`src/rtlb_pkg.sv`:
```
`default_nettype none

package rtlb_pkg;

   // Field widths of the request and response items.
   localparam int OPCODE_W  = 2;
   localparam int KEY_W     = 32;
   localparam int WEIGHT_W  = 16;
   localparam int LIMIT_W   = 16;
   localparam int TIMEOUT_W = 32;
   localparam int STATUS_W  = 3;
   localparam int SLOT_W    = 4;
   localparam int LIVE_W    = 5;
   localparam int TOTAL_W   = 64;
   localparam int MODE_W    = 2;

   // Defaults for the top-level parameters.
   localparam int SLOTS_DEFAULT    = 16;
   localparam int KEY_BITS_DEFAULT = 32;

   // Request opcodes.
   localparam logic [OPCODE_W-1:0] OP_REGISTER   = 2'd0;
   localparam logic [OPCODE_W-1:0] OP_UNREGISTER = 2'd1;
   localparam logic [OPCODE_W-1:0] OP_LOOKUP     = 2'd2;
   localparam logic [OPCODE_W-1:0] OP_ROUTE      = 2'd3;

   // Response status codes.
   localparam logic [STATUS_W-1:0] ST_OK        = 3'd0;
   localparam logic [STATUS_W-1:0] ST_INVALID   = 3'd1;
   localparam logic [STATUS_W-1:0] ST_EXISTS    = 3'd2;
   localparam logic [STATUS_W-1:0] ST_FULL      = 3'd3;
   localparam logic [STATUS_W-1:0] ST_NOT_FOUND = 3'd4;
   localparam logic [STATUS_W-1:0] ST_NO_ROUTE  = 3'd5;

   // Selection modes; every mode other than round robin takes the lowest enabled slot.
   localparam logic [MODE_W-1:0] MODE_ROUND_ROBIN = 2'd0;

   typedef struct packed {
      logic [OPCODE_W-1:0]  opcode;
      logic [KEY_W-1:0]     route_key;
      logic [WEIGHT_W-1:0]  route_weight;
      logic [LIMIT_W-1:0]   concurrency_limit;
      logic [TIMEOUT_W-1:0] route_timeout;
      logic                 start_enabled;
   } req_type;

   typedef struct packed {
      logic [STATUS_W-1:0]  status;
      logic [KEY_W-1:0]     out_key;
      logic [SLOT_W-1:0]    out_slot;
      logic [WEIGHT_W-1:0]  out_weight;
      logic [LIMIT_W-1:0]   out_limit;
      logic [TIMEOUT_W-1:0] out_timeout;
      logic                 out_enabled;
      logic [LIVE_W-1:0]    live_routes;
      logic [TOTAL_W-1:0]   routed_total;
   } rsp_type;

   // Controller to datapath.
   typedef struct packed {
      logic load;    // capture the request and clear the scan results
      logic issue;   // read the next slot of the scan
      logic finish;  // commit the table update and load the response
   } cmd_type;

   // Datapath to controller.
   typedef struct packed {
      logic scan_last;  // the slot read this cycle is the last of the scan
   } sts_type;

endpackage

`default_nettype wire

```
`src/rtlb_ram.sv`:
```
`default_nettype none

module rtlb_ram #(
   parameter int WIDTH = 8,
   parameter int DEPTH = 16
) (
   input  wire logic                                 clock,
   input  wire logic                                 wr_en,
   input  wire logic [(DEPTH > 1 ? $clog2(DEPTH) : 1)-1:0] wr_addr,
   input  wire logic [WIDTH-1:0]                     wr_data,
   input  wire logic [(DEPTH > 1 ? $clog2(DEPTH) : 1)-1:0] rd_addr,
   output logic      [WIDTH-1:0]                     rd_data
);

   logic [WIDTH-1:0] mem_ff [DEPTH];
   logic [WIDTH-1:0] rd_data_ff;

   always_ff @(posedge clock) begin
      if (wr_en) begin
         mem_ff[wr_addr] <= wr_data;
      end
      rd_data_ff <= mem_ff[rd_addr];
   end

   assign rd_data = rd_data_ff;

endmodule

`default_nettype wire

```
`src/rtlb_ctrl.sv`:
```
`default_nettype none

module rtlb_ctrl (
   input  wire logic             clock,
   input  wire logic             reset,
   input  wire logic             req_valid,
   output logic                  req_stall,
   output logic                  rsp_valid,
   input  wire logic             rsp_stall,
   input  wire rtlb_pkg::sts_type sts,
   output rtlb_pkg::cmd_type     cmd
);

   localparam logic [1:0] S_IDLE   = 2'd0;
   localparam logic [1:0] S_SCAN   = 2'd1;
   localparam logic [1:0] S_LAST   = 2'd2;
   localparam logic [1:0] S_FINISH = 2'd3;

   logic [1:0] state_ff, state_in;
   logic       rsp_valid_ff, rsp_valid_in;

   always_comb begin
      state_in = state_ff;
      cmd      = '0;
      unique case (state_ff)
         S_IDLE: begin
            if (req_valid) begin
               cmd.load = 1'b1;
               state_in = S_SCAN;
            end
         end
         S_SCAN: begin
            cmd.issue = 1'b1;
            if (sts.scan_last) begin
               state_in = S_LAST;
            end
         end
         S_LAST: begin
            // The read data of the last slot is evaluated in this cycle.
            state_in = S_FINISH;
         end
         S_FINISH: begin
            if (!rsp_valid_ff || !rsp_stall) begin
               cmd.finish = 1'b1;
               state_in   = S_IDLE;
            end
         end
         default: begin
            state_in = S_IDLE;
         end
      endcase
   end

   always_comb begin
      rsp_valid_in = rsp_valid_ff && rsp_stall;
      if (cmd.finish) begin
         rsp_valid_in = 1'b1;
      end
   end

   always_ff @(posedge clock) begin
      if (reset) begin
         state_ff     <= S_IDLE;
         rsp_valid_ff <= 1'b0;
      end else begin
         state_ff     <= state_in;
         rsp_valid_ff <= rsp_valid_in;
      end
   end

   assign req_stall = (state_ff != S_IDLE);
   assign rsp_valid = rsp_valid_ff;

endmodule

`default_nettype wire

```
`src/rtlb_datapath.sv`:
```
`default_nettype none

module rtlb_datapath #(
   parameter int SLOTS    = rtlb_pkg::SLOTS_DEFAULT,
   parameter int KEY_BITS = rtlb_pkg::KEY_BITS_DEFAULT
) (
   input  wire logic                         clock,
   input  wire logic                         reset,
   input  wire logic                         csr_wr_en,
   input  wire logic [rtlb_pkg::MODE_W-1:0]  csr_wr_data,
   input  wire rtlb_pkg::req_type            req_data,
   input  wire rtlb_pkg::cmd_type            cmd,
   output rtlb_pkg::sts_type                 sts,
   output rtlb_pkg::rsp_type                 rsp_data
);

   localparam int IdxW  = (SLOTS > 1) ? $clog2(SLOTS) : 1;
   localparam int CntW  = $clog2(SLOTS + 1);
   localparam int KeyW  = (KEY_BITS < rtlb_pkg::KEY_W) ? KEY_BITS : rtlb_pkg::KEY_W;
   localparam int TmoLo = 0;
   localparam int LimLo = TmoLo + rtlb_pkg::TIMEOUT_W;
   localparam int WgtLo = LimLo + rtlb_pkg::LIMIT_W;
   localparam int KeyLo = WgtLo + rtlb_pkg::WEIGHT_W;
   localparam int EntW  = KeyLo + KeyW;
   localparam logic [IdxW:0]   SlotsC   = (IdxW + 1)'(SLOTS);
   localparam logic [IdxW-1:0] LastSlot = IdxW'(SLOTS - 1);

   logic [rtlb_pkg::MODE_W-1:0] mode_ff, mode_in;
   rtlb_pkg::req_type           req_ff, req_in;
   logic [IdxW-1:0]             cnt_ff, cnt_in;
   logic                        rd_valid_ff, rd_valid_in;
   logic [IdxW-1:0]             rd_idx_ff, rd_idx_in;
   logic                        found_ff, found_in;
   logic [IdxW-1:0]             hit_idx_ff, hit_idx_in;
   logic [EntW-1:0]             hit_data_ff, hit_data_in;
   logic                        free_ff, free_in;
   logic [IdxW-1:0]             free_idx_ff, free_idx_in;
   logic [SLOTS-1:0]            occ_ff, occ_in;
   logic [SLOTS-1:0]            en_ff, en_in;
   logic [CntW-1:0]             live_ff, live_in;
   logic [rtlb_pkg::TOTAL_W-1:0] routed_ff, routed_in;
   logic [IdxW-1:0]             ptr_ff, ptr_in;
   rtlb_pkg::rsp_type           rsp_ff, rsp_in;

   logic                        is_route;
   logic [IdxW-1:0]             start_idx;
   logic [IdxW:0]               addr_sum;
   logic [IdxW-1:0]             rd_addr;
   logic [EntW-1:0]             rd_data;
   logic                        wr_en;
   logic [IdxW-1:0]             wr_addr;
   logic [EntW-1:0]             wr_data;
   logic [KeyW-1:0]             req_key;
   logic                        slot_hit;

   assign is_route = (req_ff.opcode == rtlb_pkg::OP_ROUTE);
   assign req_key  = req_ff.route_key[KeyW-1:0];

   // Round robin starts at the pointer, every other scan at slot zero.
   assign start_idx = (is_route && mode_ff == rtlb_pkg::MODE_ROUND_ROBIN) ? ptr_ff : '0;
   assign addr_sum  = {1'b0, start_idx} + {1'b0, cnt_ff};
   assign rd_addr   = (addr_sum >= SlotsC) ? IdxW'(addr_sum - SlotsC) : addr_sum[IdxW-1:0];

   assign sts.scan_last = (cnt_ff == LastSlot);

   rtlb_ram #(
      .WIDTH (EntW),
      .DEPTH (SLOTS)
   ) u_table (
      .clock   (clock),
      .wr_en   (wr_en),
      .wr_addr (wr_addr),
      .wr_data (wr_data),
      .rd_addr (rd_addr),
      .rd_data (rd_data)
   );

   assign wr_data = {req_key, req_ff.route_weight, req_ff.concurrency_limit,
                     req_ff.route_timeout};

   // Scan: one slot read issued per cycle, evaluated when its data returns.
   always_comb begin
      mode_in     = csr_wr_en ? csr_wr_data : mode_ff;
      req_in      = cmd.load ? req_data : req_ff;
      cnt_in      = cnt_ff;
      rd_valid_in = cmd.issue;
      rd_idx_in   = rd_addr;
      found_in    = found_ff;
      hit_idx_in  = hit_idx_ff;
      hit_data_in = hit_data_ff;
      free_in     = free_ff;
      free_idx_in = free_idx_ff;
      slot_hit    = 1'b0;

      if (is_route) begin
         slot_hit = occ_ff[rd_idx_ff] && en_ff[rd_idx_ff];
      end else begin
         slot_hit = occ_ff[rd_idx_ff] && (rd_data[KeyLo +: KeyW] == req_key);
      end

      if (cmd.load) begin
         cnt_in   = '0;
         found_in = 1'b0;
         free_in  = 1'b0;
      end else begin
         if (cmd.issue) begin
            cnt_in = cnt_ff + IdxW'(1);
         end
         if (rd_valid_ff && slot_hit && !found_ff) begin
            found_in    = 1'b1;
            hit_idx_in  = rd_idx_ff;
            hit_data_in = rd_data;
         end
         if (rd_valid_ff && !occ_ff[rd_idx_ff] && !free_ff) begin
            free_in     = 1'b1;
            free_idx_in = rd_idx_ff;
         end
      end
   end

   // Commit: decide the status, update the table and build the response.
   always_comb begin
      logic [CntW+rtlb_pkg::LIVE_W-1:0] live_ext;
      logic [IdxW+rtlb_pkg::SLOT_W-1:0] slot_ext;
      logic [KeyW+rtlb_pkg::KEY_W-1:0]  key_ext;
      logic [IdxW-1:0]                  slot_sel;

      occ_in    = occ_ff;
      en_in     = en_ff;
      live_in   = live_ff;
      routed_in = routed_ff;
      ptr_in    = ptr_ff;
      rsp_in    = rsp_ff;
      wr_en     = 1'b0;
      wr_addr   = free_idx_ff;
      slot_sel  = '0;
      live_ext  = '0;
      slot_ext  = '0;
      key_ext   = '0;

      if (cmd.finish) begin
         rsp_in        = '0;
         rsp_in.status = rtlb_pkg::ST_OK;
         unique case (req_ff.opcode)
            rtlb_pkg::OP_REGISTER: begin
               if (req_key == '0 || req_ff.route_weight == '0 ||
                   req_ff.concurrency_limit == '0) begin
                  rsp_in.status = rtlb_pkg::ST_INVALID;
               end else if (found_ff) begin
                  rsp_in.status = rtlb_pkg::ST_EXISTS;
                  slot_sel      = hit_idx_ff;
               end else if (!free_ff) begin
                  rsp_in.status = rtlb_pkg::ST_FULL;
               end else begin
                  wr_en               = 1'b1;
                  occ_in[free_idx_ff] = 1'b1;
                  en_in[free_idx_ff]  = req_ff.start_enabled;
                  live_in             = live_ff + CntW'(1);
                  slot_sel            = free_idx_ff;
               end
            end
            rtlb_pkg::OP_UNREGISTER: begin
               if (!found_ff) begin
                  rsp_in.status = rtlb_pkg::ST_NOT_FOUND;
               end else begin
                  occ_in[hit_idx_ff] = 1'b0;
                  en_in[hit_idx_ff]  = 1'b0;
                  live_in            = live_ff - CntW'(1);
                  slot_sel           = hit_idx_ff;
               end
            end
            rtlb_pkg::OP_LOOKUP: begin
               if (!found_ff) begin
                  rsp_in.status = rtlb_pkg::ST_NOT_FOUND;
               end else begin
                  slot_sel           = hit_idx_ff;
                  rsp_in.out_weight  = hit_data_ff[WgtLo +: rtlb_pkg::WEIGHT_W];
                  rsp_in.out_limit   = hit_data_ff[LimLo +: rtlb_pkg::LIMIT_W];
                  rsp_in.out_timeout = hit_data_ff[TmoLo +: rtlb_pkg::TIMEOUT_W];
                  rsp_in.out_enabled = en_ff[hit_idx_ff];
               end
            end
            rtlb_pkg::OP_ROUTE: begin
               if (live_ff == '0) begin
                  rsp_in.status = rtlb_pkg::ST_NO_ROUTE;
               end else begin
                  // The pointer moves even when no enabled slot turns up.
                  if (mode_ff == rtlb_pkg::MODE_ROUND_ROBIN) begin
                     ptr_in = (ptr_ff == LastSlot) ? '0 : ptr_ff + IdxW'(1);
                  end
                  if (!found_ff) begin
                     rsp_in.status = rtlb_pkg::ST_NO_ROUTE;
                  end else begin
                     routed_in = routed_ff + rtlb_pkg::TOTAL_W'(1);
                     slot_sel  = hit_idx_ff;
                  end
               end
            end
            default: begin
               rsp_in.status = rtlb_pkg::ST_OK;
            end
         endcase

         key_ext  = {{rtlb_pkg::KEY_W{1'b0}}, hit_data_ff[KeyLo +: KeyW]};
         slot_ext = {{rtlb_pkg::SLOT_W{1'b0}}, slot_sel};
         live_ext = {{rtlb_pkg::LIVE_W{1'b0}}, live_in};
         if (found_ff && (req_ff.opcode == rtlb_pkg::OP_LOOKUP ||
                          (is_route && live_ff != '0))) begin
            rsp_in.out_key = key_ext[rtlb_pkg::KEY_W-1:0];
         end
         rsp_in.out_slot     = slot_ext[rtlb_pkg::SLOT_W-1:0];
         rsp_in.live_routes  = live_ext[rtlb_pkg::LIVE_W-1:0];
         rsp_in.routed_total = routed_in;
      end
   end

   always_ff @(posedge clock) begin
      if (reset) begin
         mode_ff     <= rtlb_pkg::MODE_ROUND_ROBIN;
         cnt_ff      <= '0;
         rd_valid_ff <= 1'b0;
         found_ff    <= 1'b0;
         free_ff     <= 1'b0;
         occ_ff      <= '0;
         en_ff       <= '0;
         live_ff     <= '0;
         routed_ff   <= '0;
         ptr_ff      <= '0;
      end else begin
         mode_ff     <= mode_in;
         cnt_ff      <= cnt_in;
         rd_valid_ff <= rd_valid_in;
         found_ff    <= found_in;
         free_ff     <= free_in;
         occ_ff      <= occ_in;
         en_ff       <= en_in;
         live_ff     <= live_in;
         routed_ff   <= routed_in;
         ptr_ff      <= ptr_in;
      end
   end

   always_ff @(posedge clock) begin
      req_ff      <= req_in;
      rd_idx_ff   <= rd_idx_in;
      hit_idx_ff  <= hit_idx_in;
      hit_data_ff <= hit_data_in;
      free_idx_ff <= free_idx_in;
      rsp_ff      <= rsp_in;
   end

   assign rsp_data = rsp_ff;

endmodule

`default_nettype wire

```
`src/route_table_load_balancer_core.sv`:
```
// Channel   Direction  Handshake              Payload
// req_      in         req_valid / req_stall  rtlb_pkg::req_type
// rsp_      out        rsp_valid / rsp_stall  rtlb_pkg::rsp_type
// csr_      in         csr_wr_en              route_mode (csr_wr_data)
//
// A request is taken only in the idle state, so the next one waits until it is done:
// the slot table sits in a single-read-port memory that is scanned one slot
// per cycle, followed by a state for the last read, a commit state and the
// idle state that takes the next request. Reset is synchronous and active
// high; it empties the table at once, since occupancy and enable marks live
// in flip-flops, so no clearing pass follows reset. A stalled response holds
// the commit of the next request, while the next request itself is still
// taken and scanned.
`default_nettype none

module route_table_load_balancer_core #(
   parameter int SLOTS    = rtlb_pkg::SLOTS_DEFAULT,
   parameter int KEY_BITS = rtlb_pkg::KEY_BITS_DEFAULT
) (
   input  wire logic                        clock,
   input  wire logic                        reset,
   input  wire logic                        req_valid,
   output logic                             req_stall,
   input  wire rtlb_pkg::req_type           req_data,
   output logic                             rsp_valid,
   input  wire logic                        rsp_stall,
   output rtlb_pkg::rsp_type                rsp_data,
   input  wire logic                        csr_wr_en,
   input  wire logic [rtlb_pkg::MODE_W-1:0] csr_wr_data
);

   // The controller sequences each request through load, scan, drain and
   // commit; the datapath holds the table, the scan results and the counters.
   rtlb_pkg::cmd_type cmd;
   rtlb_pkg::sts_type sts;

   rtlb_ctrl u_ctrl (
      .clock     (clock),
      .reset     (reset),
      .req_valid (req_valid),
      .req_stall (req_stall),
      .rsp_valid (rsp_valid),
      .rsp_stall (rsp_stall),
      .sts       (sts),
      .cmd       (cmd)
   );

   rtlb_datapath #(
      .SLOTS    (SLOTS),
      .KEY_BITS (KEY_BITS)
   ) u_datapath (
      .clock       (clock),
      .reset       (reset),
      .csr_wr_en   (csr_wr_en),
      .csr_wr_data (csr_wr_data),
      .req_data    (req_data),
      .cmd         (cmd),
      .sts         (sts),
      .rsp_data    (rsp_data)
   );

   // The commit never overwrites a response that is still waiting.
   a_no_overwrite: assert property (@(posedge clock) disable iff (reset)
      cmd.finish |-> (!rsp_valid || !rsp_stall))
      else $error("response overwritten while stalled");

   // A commit always presents a response in the next cycle.
   a_commit_shows: assert property (@(posedge clock) disable iff (reset)
      cmd.finish |=> rsp_valid)
      else $error("commit without response");

   // Once a request is taken, the input stays closed while it is processed.
   a_one_at_a_time: assert property (@(posedge clock) disable iff (reset)
      (req_valid && !req_stall) |=> req_stall)
      else $error("second request taken during processing");

   // Load, scan and commit commands are mutually exclusive.
   a_cmd_exclusive: assert property (@(posedge clock) disable iff (reset)
      $onehot0({cmd.load, cmd.issue, cmd.finish}))
      else $error("overlapping controller commands");

endmodule

`default_nettype wire
```
`config.mk`:
```
export PLATFORM = sky130hd
export DESIGN_NAME = route_table_load_balancer_core
export DESIGN_NICKNAME = d
export VERILOG_FILES = /design/src/rtlb_pkg.sv /design/src/rtlb_ram.sv /design/src/rtlb_ctrl.sv /design/src/rtlb_datapath.sv /design/src/route_table_load_balancer_core.sv
export SDC_FILE = /design/constraint.sdc
export NUM_CORES = 2
export LEC_CHECK = 0
export BUFFER_PORTS_ARGS = -buffer_cell sky130_fd_sc_hd__buf_2
export CAP_MARGIN = 30
export CORE_MARGIN = 4
export CORE_UTILIZATION = 55
export DETAILED_ROUTE_END_ITERATION = 7
export PLACE_DENSITY = 0.82
export SYNTH_ARGS = -nofsm -noshare
export SYNTH_HDL_FRONTEND = slang
export SYNTH_SLANG_ARGS = --single-unit
export TNS_END_PERCENT = 50
```
`constraint.sdc`:
```
create_clock -name clock -period 16.85 [get_ports clock]
set_input_delay 0 -clock clock [delete_from_list [all_inputs] [get_ports clock]]
set_output_delay 0 -clock clock [all_outputs]
set_load 0.05 [all_outputs]
```
Word-level counts from Yosys, hierarchy flattened
Memories as Yosys holds them, arrays and structs flattened. A register that Yosys moved wholly into a read port is not among the register bits.
Cells that the tools add are included.
{"block": "totals", "memories": 1, "reg_bits": 497, "out_inout_bits": 175, "ramBits": 1536, "elab_cells": 169, "input_bits": 106}
{"block": "classes", "n_bitwise": 6, "eq_ne": 16, "n_lt_le_gt_ge": 6, "n_mux": 63, "reduce_logical": 39, "add_sub_neg": 7}
{"memory": "u_datapath.u_table.mem_ff", "depth": 16, "width": 96, "rd": 1, "rd_clocked_by_memory_dff": 1, "write_ports": 1, "line_no": "rtlb_ram.sv:15", "text": "logic [WIDTH-1:0] mem_ff [DEPTH];"}
{"cell": "$mux 64", "count": 3}
{"cell": "$mux 16", "count": 8}
{"cell": "$add 64x1->64 const B", "count": 1}
{"cell": "$pmux 16 s2", "count": 2}
{"cell": "$and 16x16->16", "count": 2}
{"cell": "$eq 32x32->1", "count": 1}
{"cell": "$logic_not 16->1", "count": 2}
{"cell": "$logic_not 32->1", "count": 1}
{"cell": "$mux 4", "count": 8}
{"cell": "$mux 5", "count": 4}
{"cell": "$mux 1", "count": 19}
{"cell": "$bwmux 16", "count": 1}
{"cell": "$not 16->16", "count": 1}
{"cell": "$or 16x16->16", "count": 1}
{"cell": "$lt 4x5->1 const B", "count": 3}
{"cell": "$mux 3", "count": 5}
{"cell": "$bmux 1 s4", "count": 3}
{"cell": "$logic_and 1x1->1", "count": 12}
{"cell": "$pmux 4 s3", "count": 1}
{"cell": "$pmux 5 s2", "count": 1}
{"cell": "$pmux 3 s3", "count": 1}
{"cell": "$add 4x1->4 const B", "count": 2}
{"cell": "$demux 1 s4", "count": 2}
{"cell": "$eq 2x2->1 const B", "count": 4}
{"cell": "24 further kinds", "count": 49}

Depth between registers and ports, before layout
{"block": "logic_depth", "depth_word": 9, "depth_mapped": 13, "depth_no_buf": 9}

By module
Synthesis repeated with hierarchy kept, for this count alone.
{"block": "unflattened", "hier_cells": 3978, "hier_area_um2": 79581.3}
{"module": "rtlb_ram", "instances": 1, "cells_each": 2460, "area_per_inst_um2": 59358.2, "seq_area_each_um2": 48046.1}
{"module": "rtlb_datapath", "instances": 1, "cells_each": 1494, "area_per_inst_um2": 20000.4, "seq_area_each_um2": 13653.1}
{"module": "rtlb_ctrl", "instances": 1, "cells_each": 24, "area_per_inst_um2": 222.7, "seq_area_each_um2": 60.1}

Least setup slack after synthesis
Ideal clock, no wire load.
{"block": "synth_path", "kind": "register -> register", "startpoint": "reg u_ctrl.rsp_valid_ff (netlist: u_ctrl.rsp_valid)", "endpoint": "mem u_datapath.u_table.mem_ff[8][0] in the netlist's numbering (enable)", "path_slack_ns": 2.410, "arrival_time_ns": 13.772, "synth_period_minus_slack_ns": 14.440, "stages_incl_launch_ff": 8, "t_required_ns": 16.182, "setup_ns": 0.668, "cell_sequence": "dfxtp_1 > a21bo_2 > clkbuf_1 > inv_1 > clkbuf_1 > clkbuf_1 > nand3_1 > nor3_1"}
{"element": "start: declaration", "line_no": "rtlb_ctrl.sv:20", "text": "logic rsp_valid_ff, rsp_valid_in;"}
{"element": "start signal: assignment", "line_no": "rtlb_ctrl.sv:67", "text": "rsp_valid_ff <= rsp_valid_in;"}
{"element": "end: declaration", "line_no": "rtlb_ram.sv:15"}

Final worst setup path
{"block": "layout_path", "startpoint": "reg u_datapath.req_ff[97] in the netlist's numbering", "endpoint": "reg u_datapath.u_table.rd_data_ff[4] (netlist: u_datapath.u_table.rd_data[4]), read port of u_datapath.u_table.mem_ff"}
{"block": "layout_via", "elab_chain_cells": 6, "elab_cells_between_ends": 7}
{"element": "start: declaration", "line_no": "rtlb_datapath.sv:29", "text": "rtlb_pkg::req_type req_ff, req_in;"}
{"element": "start signal: assignment", "line_no": "rtlb_datapath.sv:244", "text": "req_ff <= req_in;"}
{"element": "$eq 2x2->1 *", "line_no": "rtlb_datapath.sv:56", "text": "assign is_route = (req_ff.opcode == rtlb_pkg::OP_ROUTE);"}
{"element": "$logic_and 1x1->1 *", "line_no": "rtlb_datapath.sv:60", "text": "assign start_idx = (is_route && mode_ff == rtlb_pkg::MODE_ROUND_ROBIN) ? ptr_ff : '0;"}
{"element": "$mux 4 *", "line_no": "rtlb_datapath.sv:60"}
{"element": "$add 4x4->5 *", "line_no": "rtlb_datapath.sv:61", "text": "assign addr_sum = {1'b0, start_idx} + {1'b0, cnt_ff};"}
{"element": "via u_datapath.addr_sum[1]", "line_no": "rtlb_datapath.sv:47", "text": "logic [IdxW:0] addr_sum;"}
{"element": "$sub 4x1->4 / $ge 5x5->1 (equally long branches)", "line_no": "rtlb_datapath.sv:62", "text": "assign rd_addr = (addr_sum >= SlotsC) ? IdxW'(addr_sum - SlotsC) : addr_sum[IdxW-1:0];"}
{"element": "$mux 4 *", "line_no": "rtlb_datapath.sv:62"}
{"element": "end: declaration", "line_no": "rtlb_ram.sv:16", "text": "logic [WIDTH-1:0] rd_data_ff;"}
The timed path passes the listed nets; every way through them passes the cells marked *.
A chain may end at the register's enable or synchronous reset.

==> impl_results.md <==
- Ports: 281
- Number of fill cells: 9185
- Dpl cell area: 84160 um2
- Power Dens Cells: 133.7 nW/um2
- TritonCTS clock tree: yes
- Synth area leaders: edfxtp_1 71%, mux4_2 11%, dfxtp_1 5.4%
- Core area: 144400 um2
- Number of enable flip-flop cells after synthesis: 1912
- Inst Count DP: 6118
- Clock period minus worst slack: 6.511 ns
- First-pass GRT wire length: 281100 um
- Core Util, Final: 64.62%
- Area occupied by multi-input gates: 17780 um2
- DIE AREA: 152200 um2
- Area share of fa/ha/maj cells after synthesis: 0.2897%
- Max H-tree Level: 4
- Hold Vio Cnt, Final: 0
- Vias per Instance: 6.310
- CP Launch Type: flip-flop
- Design area: 93280 um2
- Starting density of the core: 55.64%
- Post-synth ARST share: 0%
- DRC: 0
- Final net count: 4758
- Die Ht: 390.2 um
- CP max FO: 59
- CP required: 17.48 ns
- Syn. warnings: 0
- # port buffers: 280
- Setup Viol. Count Final: 0
- Synth Instances: 4078
- Slew margin rel.: 30.37%
- Starting DRT DRC Count: 5567
- Main combinational cell family by area after synthesis: multiplexers
- Hold-fix buffers at CTS: 206
- Clk_lat worst skew: 0.84 ns
- CTS resizes: 0
- Synthesized cell area: 80320 um2
- Final setup TNS: 0 ns
- Sequential area share after synthesis: 76.89%
- Post-Synth Simple-Gate Area: 4.559%
- Syn_nets: 4202
- Netlist cell types: 60
- Initial antenna violation count: 7
- Gr usage total: 24.97%
- Chip width: 390.2 um
- Clk sinks: 2129
- Antenna viol nets, final: 0
- Vias in the first global route: 42810
- Slew Viols, Final: 0
- Yosys reg bits: 2129
- Ys flop type: edfxtp_1
- Final Cycle Share: 38.64%
- Total number of vias: 42340
- Post-synth top area cell: edfxtp_1
- Top cell type's share of synthesized area: 71.48%
- Maximum VDD drop: 119.0 uV
- Static Leak: 30.00 nW
- WP data arrival: 7.14 ns
- Worst Path Class, Setup: flip-flop to flip-flop
- Reg area: 61760 um2
- Status: finished clean
- Dpl hpwl: 96020 um
- Worst Tran Pin Value: 1.044 ns
- Worst setup EP type: flip-flop
- DRT Wirelength: 191200 um
- Compound-cell area share of the yosys netlist: 2.977%
- Avg Cell Area, Syn: 19.70 um2
- Remaining Overflow, GRT: 0
- Tot Pwr: 12.48 mW
- XOR/XNOR share of the synthesized area: 1.603%
- Max_cap viols: 0
- Layout Cells excl Fill: 6710
- Site row count: 139
- Worst-path clk slew: 0.06 ns
- # Post-CTS Setup Buffers: 0
- Initial DRT Pass Iterations: 6
- Wirelength per Cell: 28.49 um
- Hold WC Path Type: input pin to flip-flop
- Area delta synth->final: 16.13%
- Number of buffers created by CTS: 199
- Clock tree root driver cell: clkbuf_16
- GPL Wtd Cong: 0.8449
- Fraction of layout cells with a size suffix above 1: 23.17%
- Largest net degree at the start of global routing: 133
- RSZ-0062 raised after global routing: false
- Max Clock Freq: 153.6 MHz
- Skew final: 0.06501 ns
- Mux cell area share after synthesis: 12.50%
- CTS max path bufs: 3
## worst max-delay path, stage by stage, from the launching register on
cell	delay (ns)
edfxtp_1	0.43
ha_1	0.32
nor3b_1	0.22
and2_1	0.20
ha_4	0.17
fa_4	1.34
buf_4	0.78
buf_4	0.79
buf_4	0.85
mux4_2	0.40
nor2b_1	0.14
a211oi_1	0.33
a21oi_1	0.10
## layout by cell type, fill, tap and decap left out, types with 100 or more instances in the layout
cell type / netlist / layout
a211oi_1: 100 / 100
a21oi_1: 164 / 164
buf_2: 47 / 280
clkbuf_16: 0 / 200
dfxtp_1: 217 / 216
dlygate4sd3_1: 0 / 206
edfxtp_1: 1912 / 1912
mux2i_1: 103 / 103
mux4_2: 399 / 399
nor2_1: 128 / 116
nor2b_1: 121 / 121
## registers in the layout, indices dropped and copies added (netlist names)
| register | count |
|---|---|
| u_datapath.u_table.mem_ff | 1536 |
| u_datapath.rsp_data | 173 |
| u_datapath.hit_data_ff | 96 |
| u_datapath.u_table.rd_data | 96 |
| u_datapath.req_ff | 67 |
| u_datapath.routed_ff | 64 |
| u_datapath.req_key | 32 |
| u_datapath.en_ff | 16 |
| u_datapath.occ_ff | 16 |
| u_datapath.live_ff | 5 |
| u_datapath.cnt_ff | 4 |
| u_datapath.free_idx_ff | 4 |
| u_datapath.hit_idx_ff | 4 |
| u_datapath.ptr_ff | 4 |
| u_datapath.rd_idx_ff | 4 |
| u_ctrl.state_ff | 2 |
| u_datapath.mode_ff | 2 |
| u_ctrl.rsp_valid | 1 |
| u_datapath.found_ff | 1 |
| u_datapath.free_ff | 1 |
| u_datapath.rd_valid_ff | 1 |
## cell type report
type	count	share of cell area, %
antenna	4	0.01073
sequential	2129	66.21
clock inverter	106	1.425
inverter	19	0.08987
multi-input combinational	1712	19.06
timing repair buffer	573	4.875
tap	1903	2.553
clock buffer	264	5.773
## cells by family after synthesis
| kind of cell | after synthesis |
|---|---|
| AOI/OAI and AO/OA | 383 |
| xor gates and xnor gates | 147 |
| adders and majority gates | 18 |
| buffers and inverters | 237 |
| DFF | 2129 |
| muxes | 504 |
| and+or+nand+nor | 660 |
## Yosys cell counts (15+ instances only)
cell,number
edfxtp_1,1912
buf_1,19
a22o_1,21
inv_1,19
mux4_2,399
nor4_1,44
mux2i_1,103
nor2_1,128
nand3_1,49
and2_1,42
ha_1,17
xnor2_1,58
o21a_1,18
xor2_1,89
and3_1,84
a21oi_1,164
a211oi_1,100
nor2b_1,121
nand2_1,67
or3_1,15
clkbuf_1,151
dfxtp_1,217
buf_2,47
o21ai_0,52
nor3_1,34
nand4_1,34
## where the power goes
part	switching [mW]	internal [mW]	leakage [nW]
Sequential	0.335	6.18	19.1
Combinational	0.745	0.646	7.66
Clock	1.95	2.62	3.25
## path summary, 6_finish.rpt
path	startpoint	to	slack (ns)	cells after the start
hold reg to reg	u_datapath.u_table.rd_data[22]$_DFF_P_	u_datapath.hit_data_ff[22]$_DFFE_PP_	0.40	0
hold / removal	req_data[68]	u_datapath.req_key[3]$_DFFE_PP_	0.07	2
setup reg to reg	u_datapath.req_ff[97]$_DFFE_PP_	u_datapath.u_table.rd_data[4]$_DFF_P_	10.34	12
setup / recovery	u_datapath.req_ff[97]$_DFFE_PP_	u_datapath.u_table.rd_data[4]$_DFF_P_	10.34	12
## metal layers
layer | track usage, % | share of wire (%) | vias to the layer above | routed length, um
li1 | - | - | 17570 | -
met1 | 33.88 | 37 | 21860 | 70920
met2 | 42.00 | 51 | 2579 | 97260
met3 | 4.614 | 9.4 | 334 | 17890
met4 | 7.256 | 2.7 | 0 | 5113
met5 | 0 | 0 | - | 0
## through the flow
| step | hold WS (ns) | setup slack [ns] |
|---|---|---|
| after floorplan | 0.09887 | 2.410 |
| after global placement | 0.1761 | 10.65 |
| after detailed placement | 0.1781 | 10.49 |
| after CTS | 0.01710 | 10.36 |
| after global routing | 0.03473 | 10.07 |
| final | 0.07192 | 10.34 |
Note: power is estimated with default switching activity, not from simulation.
